$ cat src/sv/point_in_polygon_test_core_macros.svh
// ----------------------------------------------------------------------------
// Point-in-polygon test assertion macros
// Shared concurrent assertion forms for the point-in-polygon test core.
// ----------------------------------------------------------------------------
`ifndef POINT_IN_POLYGON_TEST_CORE_MACROS_SVH
`define POINT_IN_POLYGON_TEST_CORE_MACROS_SVH

// The consequent holds in the same cycle as the antecedent.
`define PIP_ASSERT_SAME(label, clk, rst_n, ante, cons) \
    label: assert property (@(posedge clk) disable iff (!rst_n) (ante) |-> (cons)) \
        else $error("pip assertion failed");

// The consequent holds in the cycle after the antecedent.
`define PIP_ASSERT_NEXT(label, clk, rst_n, ante, cons) \
    label: assert property (@(posedge clk) disable iff (!rst_n) (ante) |=> (cons)) \
        else $error("pip assertion failed");

`endif

$ cat src/sv/pip_pkg.sv
// ----------------------------------------------------------------------------
// Point-in-polygon package
// Shared constants, item kinds and controller/datapath interface types.
// ----------------------------------------------------------------------------
`timescale 1ns / 1ps
`default_nettype none

package pip_pkg;

    localparam int DEF_MAX_VERTICES = 64;
    localparam int DEF_COORD_WIDTH  = 32;

    localparam int KIND_W = 2;
    localparam logic [KIND_W-1:0] KIND_WRITE = 2'd0;
    localparam logic [KIND_W-1:0] KIND_QUERY = 2'd1;
    localparam logic [KIND_W-1:0] KIND_BOX   = 2'd2;

    // One million in Q24.8.
    localparam int BOX_FAR = 256000000;

    typedef struct packed {
        logic start_q;
        logic start_box;
        logic wr_en;
        logic rd_en;
        logic rd_eval;
        logic rd_box;
        logic load_res;
    } pip_cmd_t;

    typedef struct packed {
        logic busy;
        logic inbox;
    } pip_status_t;

endpackage

`default_nettype wire

$ cat src/sv/pip_ctrl.sv
// ----------------------------------------------------------------------------
// Point-in-polygon controller
// Accepts transactions, walks the vertex memory and hands back the result.
// ----------------------------------------------------------------------------
`timescale 1ns / 1ps
`default_nettype none

`include "point_in_polygon_test_core_macros.svh"

module pip_ctrl import pip_pkg::*; #(
    parameter int MAX_VERTICES = DEF_MAX_VERTICES,
    parameter int IDX_W        = $clog2(DEF_MAX_VERTICES),
    parameter int CNT_W        = $clog2(DEF_MAX_VERTICES + 1)
) (
    input  wire logic              clk,
    input  wire logic              rst_n,
    input  wire logic              in_valid,
    output logic                   in_stall,
    input  wire logic [KIND_W-1:0] kind,
    input  wire logic [IDX_W-1:0]  vertex_index,
    input  wire logic              cfg_we,
    input  wire logic [CNT_W-1:0]  cfg_wdata,
    output logic                   out_valid,
    input  wire logic              out_stall,
    input  wire pip_status_t       status,
    output pip_cmd_t               cmd,
    output logic [IDX_W-1:0]       rd_addr
);

    localparam int K_W = $clog2(MAX_VERTICES + 3);
    localparam logic [CNT_W-1:0] MAX_CNT = CNT_W'(MAX_VERTICES);
    localparam logic [2:0] ST_IDLE  = 3'd0;
    localparam logic [2:0] ST_QRY   = 3'd1;
    localparam logic [2:0] ST_BOX   = 3'd2;
    localparam logic [2:0] ST_DRAIN = 3'd3;

    logic [2:0]       state_reg, state_next;
    logic [K_W-1:0]   k_reg, k_next;
    logic             qmode_reg, qmode_next;
    logic             out_valid_reg, out_valid_next;
    logic [CNT_W-1:0] vcount_reg;
    logic [CNT_W-1:0] used;
    logic [K_W-1:0]   nk, addr_full;
    logic             acc;

    assign used     = (vcount_reg > MAX_CNT) ? MAX_CNT : vcount_reg;
    assign nk       = K_W'(used);
    assign in_stall = (state_reg != ST_IDLE);
    assign acc      = in_valid && !in_stall;
    assign out_valid = out_valid_reg;
    assign rd_addr  = addr_full[IDX_W-1:0];

    always_comb
    begin
        state_next     = state_reg;
        k_next         = k_reg;
        qmode_next     = qmode_reg;
        out_valid_next = out_valid_reg && out_stall;
        cmd            = '0;
        addr_full      = k_reg;
        case (state_reg)
            ST_IDLE:
            begin
                if (acc)
                begin
                    k_next = '0;
                    case (kind)
                        KIND_WRITE:
                        begin
                            cmd.wr_en = (K_W'(vertex_index) < K_W'(MAX_VERTICES));
                        end
                        KIND_QUERY:
                        begin
                            cmd.start_q = 1'b1;
                            qmode_next  = 1'b1;
                            state_next  = (used == '0) ? ST_DRAIN : ST_QRY;
                        end
                        KIND_BOX:
                        begin
                            cmd.start_box = 1'b1;
                            qmode_next    = 1'b0;
                            state_next    = (used == '0) ? ST_IDLE : ST_BOX;
                        end
                        default:
                        begin
                            state_next = ST_IDLE;
                        end
                    endcase
                end
            end
            ST_QRY:
            begin
                cmd.rd_en   = 1'b1;
                cmd.rd_eval = (k_reg >= K_W'(2));
                if (k_reg == '0)
                begin
                    addr_full = nk - K_W'(1);
                end
                else if (k_reg == nk + K_W'(1))
                begin
                    addr_full = '0;
                end
                else
                begin
                    addr_full = k_reg - K_W'(1);
                end
                k_next = k_reg + K_W'(1);
                if (k_reg == nk + K_W'(1))
                begin
                    state_next = ST_DRAIN;
                end
            end
            ST_BOX:
            begin
                cmd.rd_en  = 1'b1;
                cmd.rd_box = 1'b1;
                k_next     = k_reg + K_W'(1);
                if (k_reg == nk - K_W'(1))
                begin
                    state_next = ST_DRAIN;
                end
            end
            ST_DRAIN:
            begin
                if (!status.busy)
                begin
                    if (!qmode_reg)
                    begin
                        state_next = ST_IDLE;
                    end
                    else if (!out_valid_reg || !out_stall)
                    begin
                        cmd.load_res   = 1'b1;
                        out_valid_next = 1'b1;
                        state_next     = ST_IDLE;
                    end
                end
            end
            default:
            begin
                state_next = ST_IDLE;
            end
        endcase
    end

    always_ff @(posedge clk or negedge rst_n)
    begin
        if (!rst_n)
        begin
            state_reg     <= ST_IDLE;
            k_reg         <= '0;
            qmode_reg     <= 1'b0;
            out_valid_reg <= 1'b0;
            vcount_reg    <= '0;
        end
        else
        begin
            state_reg     <= state_next;
            k_reg         <= k_next;
            qmode_reg     <= qmode_next;
            out_valid_reg <= out_valid_next;
            if (cfg_we)
            begin
                vcount_reg <= cfg_wdata;
            end
        end
    end

    `PIP_ASSERT_SAME(a_read_only_in_walk, clk, rst_n, cmd.rd_en, state_reg == ST_QRY || state_reg == ST_BOX)
    `PIP_ASSERT_SAME(a_load_needs_free_out, clk, rst_n, cmd.load_res, !out_valid_reg || !out_stall)
    `PIP_ASSERT_NEXT(a_load_sets_valid, clk, rst_n, cmd.load_res, out_valid_reg)
    `PIP_ASSERT_NEXT(a_held_result_stays, clk, rst_n, out_valid_reg && out_stall, out_valid_reg)

endmodule

`default_nettype wire

$ cat config.mk
export PLATFORM = sky130hd
export DESIGN_NAME = pip_ctrl
export DESIGN_NICKNAME = d
export VERILOG_FILES = /design/src/sv/pip_pkg.sv /design/src/sv/pip_ctrl.sv
export VERILOG_INCLUDE_DIRS = /design/src /design/src/sv
export SDC_FILE = /design/constraint.sdc
export NUM_CORES = 1
export LEC_CHECK = 0
export BUFFER_PORTS_ARGS = -buffer_cell sky130_fd_sc_hd__buf_4
export CORE_ASPECT_RATIO = 1.25
export CORE_UTILIZATION = 55
export DETAILED_ROUTE_END_ITERATION = 7
export MAX_ROUTING_LAYER = met4
export PLACE_DENSITY_LB_ADDON = 0.15
export SLEW_MARGIN = 20
export SYNTH_ARGS = -nofsm -noshare
export SYNTH_HDL_FRONTEND = slang
export SYNTH_SLANG_ARGS = --single-unit
$ cat constraint.sdc
create_clock -name clk -period 3.5 [get_ports clk]
set_input_delay 0.35 -clock clk [delete_from_list [all_inputs] [get_ports clk]]
set_output_delay 0.35 -clock clk [all_outputs]
set_load 0.05 [all_outputs]
# ---- Yosys cells after proc, flatten, opt, wreduce, memory -nomap -nowiden
# Cells that the tools add are included.
dict set report totals {
  ff_bits 19
  in_bits 22
  out_inout_bits 15
  wordCells 74
}
dict set report classes {
  addsub 4
  n_lt_le_gt_ge 2
  eq_ne 13
  muxes 33
  reduce_logical 17
}
# cell count
set op_table {}
lappend op_table {{2-to-1 mux 3 bit} 8}
lappend op_table {{2-to-1 mux 6 bit} 3}
lappend op_table {{adder 7 x 1 -> 7 bit, second input constant} 2}
lappend op_table {{== test 7 bit} 2}
lappend op_table {{zero test 7 bit} 2}
lappend op_table {{2-to-1 mux 1 bit} 14}
lappend op_table {{2-to-1 mux 7 bit} 2}
lappend op_table {{one-hot mux 7 bit (2 select lines)} 1}
lappend op_table {{one-hot mux 3 bit (4 select lines)} 1}
lappend op_table {{inequality test 2 bit, second input constant} 5}
lappend op_table {{one-hot mux 3 bit (3 select lines)} 1}
lappend op_table {{>= comparator 7 x 2 -> 1 bit, second input constant} 1}
lappend op_table {{greater-than comparator 7 bit, second input constant} 1}
lappend op_table {{subtractor 7 x 1 -> 7 bit, second input constant} 1}
lappend op_table {{== test 3 x 2 -> 1 bit, second input constant} 2}
lappend op_table {{AND reduction 6 bit} 1}
lappend op_table {{subtractor 6 x 1 -> 6 bit, second input constant} 1}
lappend op_table {{2-to-1 mux 2 bit} 2}
lappend op_table {{nonzero test 2 bit} 2}
lappend op_table {{== test 3 x 1 -> 1 bit, second input constant} 1}
lappend op_table {{zero test 1 bit} 3}
lappend op_table {{zero test 3 bit} 1}
lappend op_table {{inequality test 3 bit, second input constant} 1}
lappend op_table {{AND reduction 3 bit} 1}
lappend op_table {{other kinds (9)} 10}

# ---- Longest topological paths before layout
# Gate-level depths: netlist (run 1).
dict set report depth {
  word_depth 7
  ltp_mapped 10
  depth_no_buf 10
}

# ---- Worst setup path before layout (run 1)
# OpenSTA, ideal clock, no wires.
dict set report synth_path {
  path_kind {flip-flop to output port}
  start {reg vcount_reg[0]}
  end {out rd_addr[2]}
  arrival_time_ps 3694
  t_required_ps 3150
  path_slack_ps -544
  path_stages_with_launch 11
  path_buffers 1
  path_cell_list {dfrtp_1 > buf_2 > nand2b_1 > inv_1 > ha_1 > and4b_1 > a211o_1 > a41o_1 > nand4_1 > nand2_1 > o311ai_0}
}
dict set report synth_between {
  elab_chain_len 7
}
# element line
set synth_lines {}
lappend synth_lines {{start: declaration} pip_ctrl.sv:41} ;# logic [CNT_W-1:0] vcount_reg;
lappend synth_lines {{start signal: assignment} pip_ctrl.sv:164} ;# vcount_reg <= cfg_wdata;
lappend synth_lines {{greater-than comparator 7 bit} pip_ctrl.sv:46} ;# assign used = (vcount_reg > MAX_CNT) ? MAX_CNT : vcount_reg;
lappend synth_lines {{2-to-1 mux 7 bit *} pip_ctrl.sv:46}
lappend synth_lines {{adder 7 x 1 -> 7 bit} pip_ctrl.sv:99} ;# else if (k_reg == nk + K_W'(1))
lappend synth_lines {{== test 7 bit} pip_ctrl.sv:99}
lappend synth_lines {{2-to-1 mux 6 bit} pip_ctrl.sv:99}
lappend synth_lines {{2-to-1 mux 6 bit *} pip_ctrl.sv:95} ;# if (k_reg == '0)
lappend synth_lines {{2-to-1 mux 6 bit *} pip_ctrl.sv:61} ;# case (state_reg)
lappend synth_lines {{end: declaration} pip_ctrl.sv:27} ;# output logic [IDX_W-1:0] rd_addr
# Every way passes the cells marked *; elsewhere a longest branch is shown, timed or not.

# ---- Worst setup path in the final report (run 1)
dict set report layout_path {
  start {reg vcount_reg[6]}
  end {out rd_addr[1]}
}
# The elaborated chain is that of the path after synthesis.

==> metrics, run 1 <==
number of top-level pins=37; Max-Cap Viols=0; drt via density=between 6 and 7; Yosys cell types=between 50 and 60; leakage power total=about 0.96 nW; clk_lat worst skew=260 ps; DPL Wire Length=between 3000 and 4000 um; root buffer cell=clkbuf_8; drt wl/cell=around 15 um; port buffer count=29; peak per-stage delay on the critical path=about 450 ps; post-route insts no fill=286; endpoints failing hold=0; DRT met1 WL=1890 um; Worst-path clk slew=about 70 ps; ratio of cells with drive above 1 in the final layout=a little under a fifth; Least-Margin Pin Slew=slightly above 600 ps; Seq cells post-synth=18; Hold Crit Class=in -> reg; Nets=287; post-synth top area cell=dfrtp_1; TritonCTS Buffers=3; drt pass-1 iters=4; Critical Path AT=2840 ps; GRT Total Usage=a little over a quarter; Reg-to-Reg End=state_reg[0]; Worst Setup SP=vcount_reg[6]; hold_ws=around 300 ps; syn avg cell area=between 7 and 8 um2; Syn-to-layout area delta=14.5%; largest net degree at the start of global routing=19; maximum VDD drop=roughly 700 uV; CTS tree=done; total gr overflow=0; crit-path cells=inv_1 > nand2_1 > inv_1 > ha_1 > a31oi_1 > a211o_1 > a41o_1 > and4_1 > or3_1 > a22oi_1 > buf_4; Fmax=314 MHz; synth top area cells=dfrtp_1 (25%), ha_1 (9.6%), mux2_2 (4.3%); CP Data Required Time=around 3200 ps; sequential share of the synthesized area=24.7%; Total Neg Setup Slack=0 ps; Critical Path Most Common Cell=inv_1; Primary FF master, synth=dfrtp_1; Crit path max-delay family=compound AO/OA/AOI/OAI gates; Setup-failing EPs final=0; Power Total=1.59 mW; CORE AREA=around 3200 um2; Buffers & Inverters on Critical Path=3; CP Launch Type=flop; outcome=finished clean; R2R Setup Slk=around 660 ps; DR WL met2=~2100 um; Clock Skew=between 1 and 1.5 ps; Mapped Nets=about 270; Levels on crit path=11; antenna cell count=0; YS warnings=0; first-pass GRT wire length=a little over 7000 um; Async S/R FF share, synth=between 90% and 100%; vias in the first global route=about 1700; Worst Setup End Kind=primary output; max-slew violation count=0; Die X=between 50 and 60 um; Post-DRT Antenna Nets=0; initial antenna violation count=0; met3 WL post-DR=between 150 and 200 um; R2R cell count=10; power per cell area=about 760 nW/um2; critical path type=reg -> out; CP Capture Point=rd_addr[1]; Post-Route WL=4270 um; Slew headroom=between 50% and 60%; row count=23; reg2reg start=vcount_reg[6]; Worst Path Max Fanout=9; Post-Syn Area=about 1800 um2; H-Tree Depth=1; DRC=0; max layer used=met4; RePlAce Congestion=0.847; Post-CTS Setup Inserts=0; Synth top area share=about a quarter; maximum buffer depth of the clock tree=2; DR vias=1803; Crit-path slowest cell=dfrtp_2; RSZ-0062 raised after global routing=no; Fillers=304; Finished Core Util=65.3%; Starting Density=between 50% and 60%; Post-Synthesis Cells=~230; die area=3550 um2; placed insts=between 200 and 300; Period Utilization, post-route=around nine tenths; Die Y=about 66 um; 1st-iter DRT viols=75; Post-synth EDFFs=0; crit path time final=3190 ps; clock sinks=18
timing repair:
action                                 CTS  global route
endpoints found under the hold margin   18             0
gates resized for setup                  0             1
setup endpoints to repair                0             1
hold buffers                             1             0
synthesized netlist by cell type (2+ instances only):
cell and count:
and3_1 6, xnor2_1 7, nor2b_1 3, a31oi_1 4
ha_1 14, clkbuf_1 10, nand4_1 2, o311ai_0 2
o21ai_0 15, mux2i_1 2, nand3_1 13, inv_1 13
dfrtp_1 18, or3_1 3, xor2_1 3, mux2_1 2
nand3b_1 2, nand2_1 21, o211ai_1 6, buf_4 2
or4_1 2, a22oi_1 2, buf_2 3, nor2_1 13
o31a_1 2, nor3_1 7, and4_1 2, o31ai_1 4
nand2b_1 4, a21oi_1 11, mux2_2 7
stage by stage:
stage,instance area (um2),setup WS (ps)
2_1_floorplan,1820,52.1
3_3_place_gp,2030,516
3_5_place_dp,2030,539
4_1_cts,2080,255
5_1_grt,2080,64.8
6_report,2080,313
layer usage:
layer,vias up,track usage [%]
met1,859,32.7
met4,0,12.2
met5,-,-
met2,55,45.3
met3,9,2.99
li1,880,-
worst reg2reg max path: stages (launching register included):
cell      delay (ps)
dfrtp_2          450
inv_1            180
nand2_1          120
inv_1             80
ha_1             230
a31oi_1          120
o21ai_0          210
a41o_1           210
nand4_1          240
a2111o_1         550
mux2_1           320
how the worst min path moves through the flow:
stage | from | cells after the start | end
2_1_floorplan | rst_n | 0 | k_reg[0]
3_3_place_gp | rst_n | 1 | k_reg[1]
3_5_place_dp | rst_n | 1 | k_reg[2]
5_1_grt | out_stall | 3 | out_valid
6_report | out_stall | 3 | out_valid
4_1_cts | out_stall | 3 | out_valid
cell usage in the layout, fill, tap and decap left out, drive strengths merged, types with 3 or more instances in the layout:
cell type,n
ha,14
nand3,14
mux2,9
a21oi,11
xnor2,7
nand2b,4
nor2,13
clkbuf,3
nor3,7
and3,6
a31oi,4
dfrtp,18
nor2b,3
xor2,3
nand2,21
or3,3
inv,13
buf,31
o21ai,15
o211ai,6
o31ai,4
report_power, final:
part | internal (mW) | switching, mW | total, mW
Sequential | 0.252 | 0.0875 | 0.339
Clock | 0.0768 | 0.0722 | 0.149
Combinational | 0.388 | 0.714 | 1.10
area by class of cell:
type | instances | area (um2) | area share [%]
clock buffers | 3 | 41.3 | 1.98
inverters | 14 | 52.6 | 2.52
multi-input cells | 182 | 1250 | 60.0
flip-flops and latches | 18 | 452 | 21.7
well taps | 37 | 46.3 | 2.22
repair buffers | 32 | 243 | 11.6
cells by family after synthesis:
family                     share of synthesized area, %
AOI/OAI and AO/OA                                  22.0
muxes                                              6.67
xor gates and xnor gates                           4.81
and+or+nand+nor                                    25.6
DFF                                                24.7
adders and majority gates                          9.62
buffers and inverters                              6.60
No activity file was read; power rests on OpenSTA's default activity.
==> run 2: changes to the inputs <==
==> constraint.sdc (replaced) <==
create_clock -name clk -period 3.5 [get_ports clk]
set_input_delay 0.525 -clock clk [delete_from_list [all_inputs] [get_ports clk]]
set_output_delay 0.525 -clock clk [all_outputs]
set_load 0.05 [all_outputs]
==> run 2 against run 1 <==
- wire length up 0.26%
- critical path type unchanged
- maximum frequency down 4.4%
- non-clock buffer count down 1
- sequential share of layout area unchanged
- critical path depth down 1
- core utilization unchanged
- largest power group unchanged
- final area unchanged
- register-to-register slack better by 40 ps
- die area unchanged
- sequential power about the same
- clock power down 6%
==> metrics, run 2 (same netlist as run 1, synthesis figures left out) <==
Worst Path Max Fanout=8 (was 9); Reg power frac=21.3% (about the same); Crit-path slowest cell=dfrtp_2 (unchanged); drt via density=6.15 (was 6.30); Fillers=304 (unchanged); root buffer cell=clkbuf_8 (unchanged); RSZ-0062 raised after global routing=no (unchanged); power per cell area=761 nW/um2 (was 763 nW/um2); critical path type=reg -> out (unchanged); port buffer count=29 (unchanged); placed insts=282 (unchanged); internal power=0.720 mW (was 0.716 mW); # hold bufs at CTS=0 (was 1); RePlAce Congestion=0.838 (was 0.847); CP Launch Type=flop (unchanged); Finished Core Util=65.3% (unchanged); ratio of cells with drive above 1 in the final layout=19.4% (was 18.1%); Clock Skew=1.72 ps (was 1.42 ps); Worst Setup End Kind=primary output (unchanged); DRC=0 (unchanged); Nets=286 (was 287); crit-path cells=nand2b_2 > inv_1 > ha_1 > a31oi_1 > a211o_1 > a41o_1 > and4_1 > or3_1 > a22oi_1 > buf_4 (was inv_1 > nand2_1 > inv_1 > ha_1 > a31oi_1 > a211o_1 > a41o_1 > and4_1 > or3_1 > a22oi_1 > buf_4); H-Tree Depth=1 (unchanged); Starting Density=57.0% (unchanged); most frequent cells in the layout=buf_4 (31), nand2_1 (21), dfrtp_1 (17), o21ai_0 (15), ha_1 (14) (unchanged); commonest non-fill, non-tap cell in the layout=buf_4 (unchanged); Critical Path AT=2810 ps (was 2840 ps); maximum buffer depth of the clock tree=2 (unchanged); CORE AREA=3190 um2 (unchanged); Net Sw Frac=54.6% (was 54.9%); Die Y=66.3 um (unchanged); clock sinks=18 (unchanged); total gr overflow=0 (unchanged); CP Data Required Time=2970 ps (was 3150 ps); maximum VDD drop=610 uV (was 696 uV); drt wl/cell=15.0 um (was 14.9 um); Worst-path clk slew=60 ps (was 70 ps); leakage power total=0.953 nW (was 0.955 nW); clock network power share=8.9% (was 9.4%); GRT Total Usage=27.1% (was 27.4%); crit path time final=3330 ps (was 3190 ps); Post-CTS Setup Inserts=0 (unchanged); Design Area, Final=2080 um2 (unchanged); clk_lat worst skew=250 ps (was 260 ps); Fmax=300 MHz (was 314 MHz); vias in the first global route=1570 (was 1692); Post-Route WL=4280 um (was 4270 um); die area=3550 um2 (unchanged); post-route insts no fill=285 (was 286); CTS tree=done (unchanged); post_cts resized=0 (unchanged); combinational power share=69.9% (was 69.3%); Syn-to-layout area delta=14.5% (unchanged); TritonCTS Buffers=3 (unchanged); largest net degree at the start of global routing=19 (unchanged); Max-Cap Viols=0 (unchanged); row count=23 (unchanged); Die X=53.5 um (unchanged); Period Utilization, post-route=95.2% (was 91.1%); Slew headroom=58.7% (was 59.6%); number of top-level pins=37 (unchanged); first-pass GRT wire length=6930 um (was 7110 um); 1st-iter DRT viols=50 (was 75); DPL Wire Length=3290 um (was 3220 um); initial antenna violation count=0 (unchanged); drt pass-1 iters=4 (unchanged); Setup-failing EPs final=0 (unchanged); Least-Margin Pin Slew=619 ps (was 606 ps); max-slew violation count=0 (unchanged); switching power=0.866 mW (was 0.873 mW); endpoints failing hold=0 (unchanged); peak per-stage delay on the critical path=450 ps (about the same); Total Neg Setup Slack=0 ps (unchanged); DR vias=1754 (was 1803); outcome=finished clean (unchanged); placed cell areas=2040 um2 (was 2030 um2); R2R cell count=9 (was 10); Post-DRT Antenna Nets=0 (unchanged); antenna cell count=0 (unchanged); Hold Crit Class=in -> async (was in -> reg)
run 2: changes by cell type in the layout (fill, tap and decap cells not counted), sizes merged:
| cell | previous run | this run |
|---|---|---|
| dlygate4sd3 | 1 | 0 |
run 2: path summary, 6_finish.rpt:
kind                               start       endpoint  slack (ps)
max                        vcount_reg[6]     rd_addr[1]         170
min                                rst_n       k_reg[2]         140
max reg2reg                vcount_reg[6]   state_reg[0]         700
min reg2reg                    qmode_reg      qmode_reg         510
max in group asynchronous          rst_n  vcount_reg[6]        3140
min in group clk            cfg_wdata[6]  vcount_reg[6]         480
run 2: routing by layer:
| layer | vias to the layer above | GRT usage (%) | routed length (um) |
|---|---|---|---|
| met5 | - | - | 0 |
| met4 | 0 | 8.55 | 83 |
| met3 | 13 | 2.53 | 158 |
| met2 | 52 | 44.4 | 2130 |
| met1 | 812 | 34.5 | 1910 |
| li1 | 877 | - | - |
run 2: stage by stage:
stage | hold slack (ps) | total power, mW | worst slack, ps
finish | 136 | 1.59 | 166
global route | 153 | 1.70 | 5.50
CTS | 144 | 1.59 | 78.8
detailed placement | 411 | 1.45 | 350
global placement | 406 | 1.43 | 362
floorplan | 229 | 1.18 | 128
run 2: final cells by class:
type	instances	area (um2)	share of cell area, %
Timing Repair Buffer	31	233	11.2
Inverter	14	52.6	2.52
Sequential cell	18	452	21.7
Clock buffer	3	41.3	1.98
Tap cell	37	46.3	2.22
Multi-Input combinational cell	182	1260	60.4
run 2: worst max-delay path, delay by kind of cell, from the launching register on:
family	cells	cell delay (ps)
buf+inv	2	320
simple gates	3	740
compound gates	4	810
fa+ha+maj	1	240
flops	1	450
run 2: power groups by stage:
stage / clock, mW / combinational, mW / sequential [mW]
4_1_cts: 0.144 / 1.11 / 0.336
5_1_grt: 0.149 / 1.20 / 0.348
3_3_place_gp: 0 / 1.09 / 0.340
2_1_floorplan: 0 / 0.877 / 0.301
3_5_place_dp: 0 / 1.10 / 0.340
6_report: 0.140 / 1.11 / 0.337
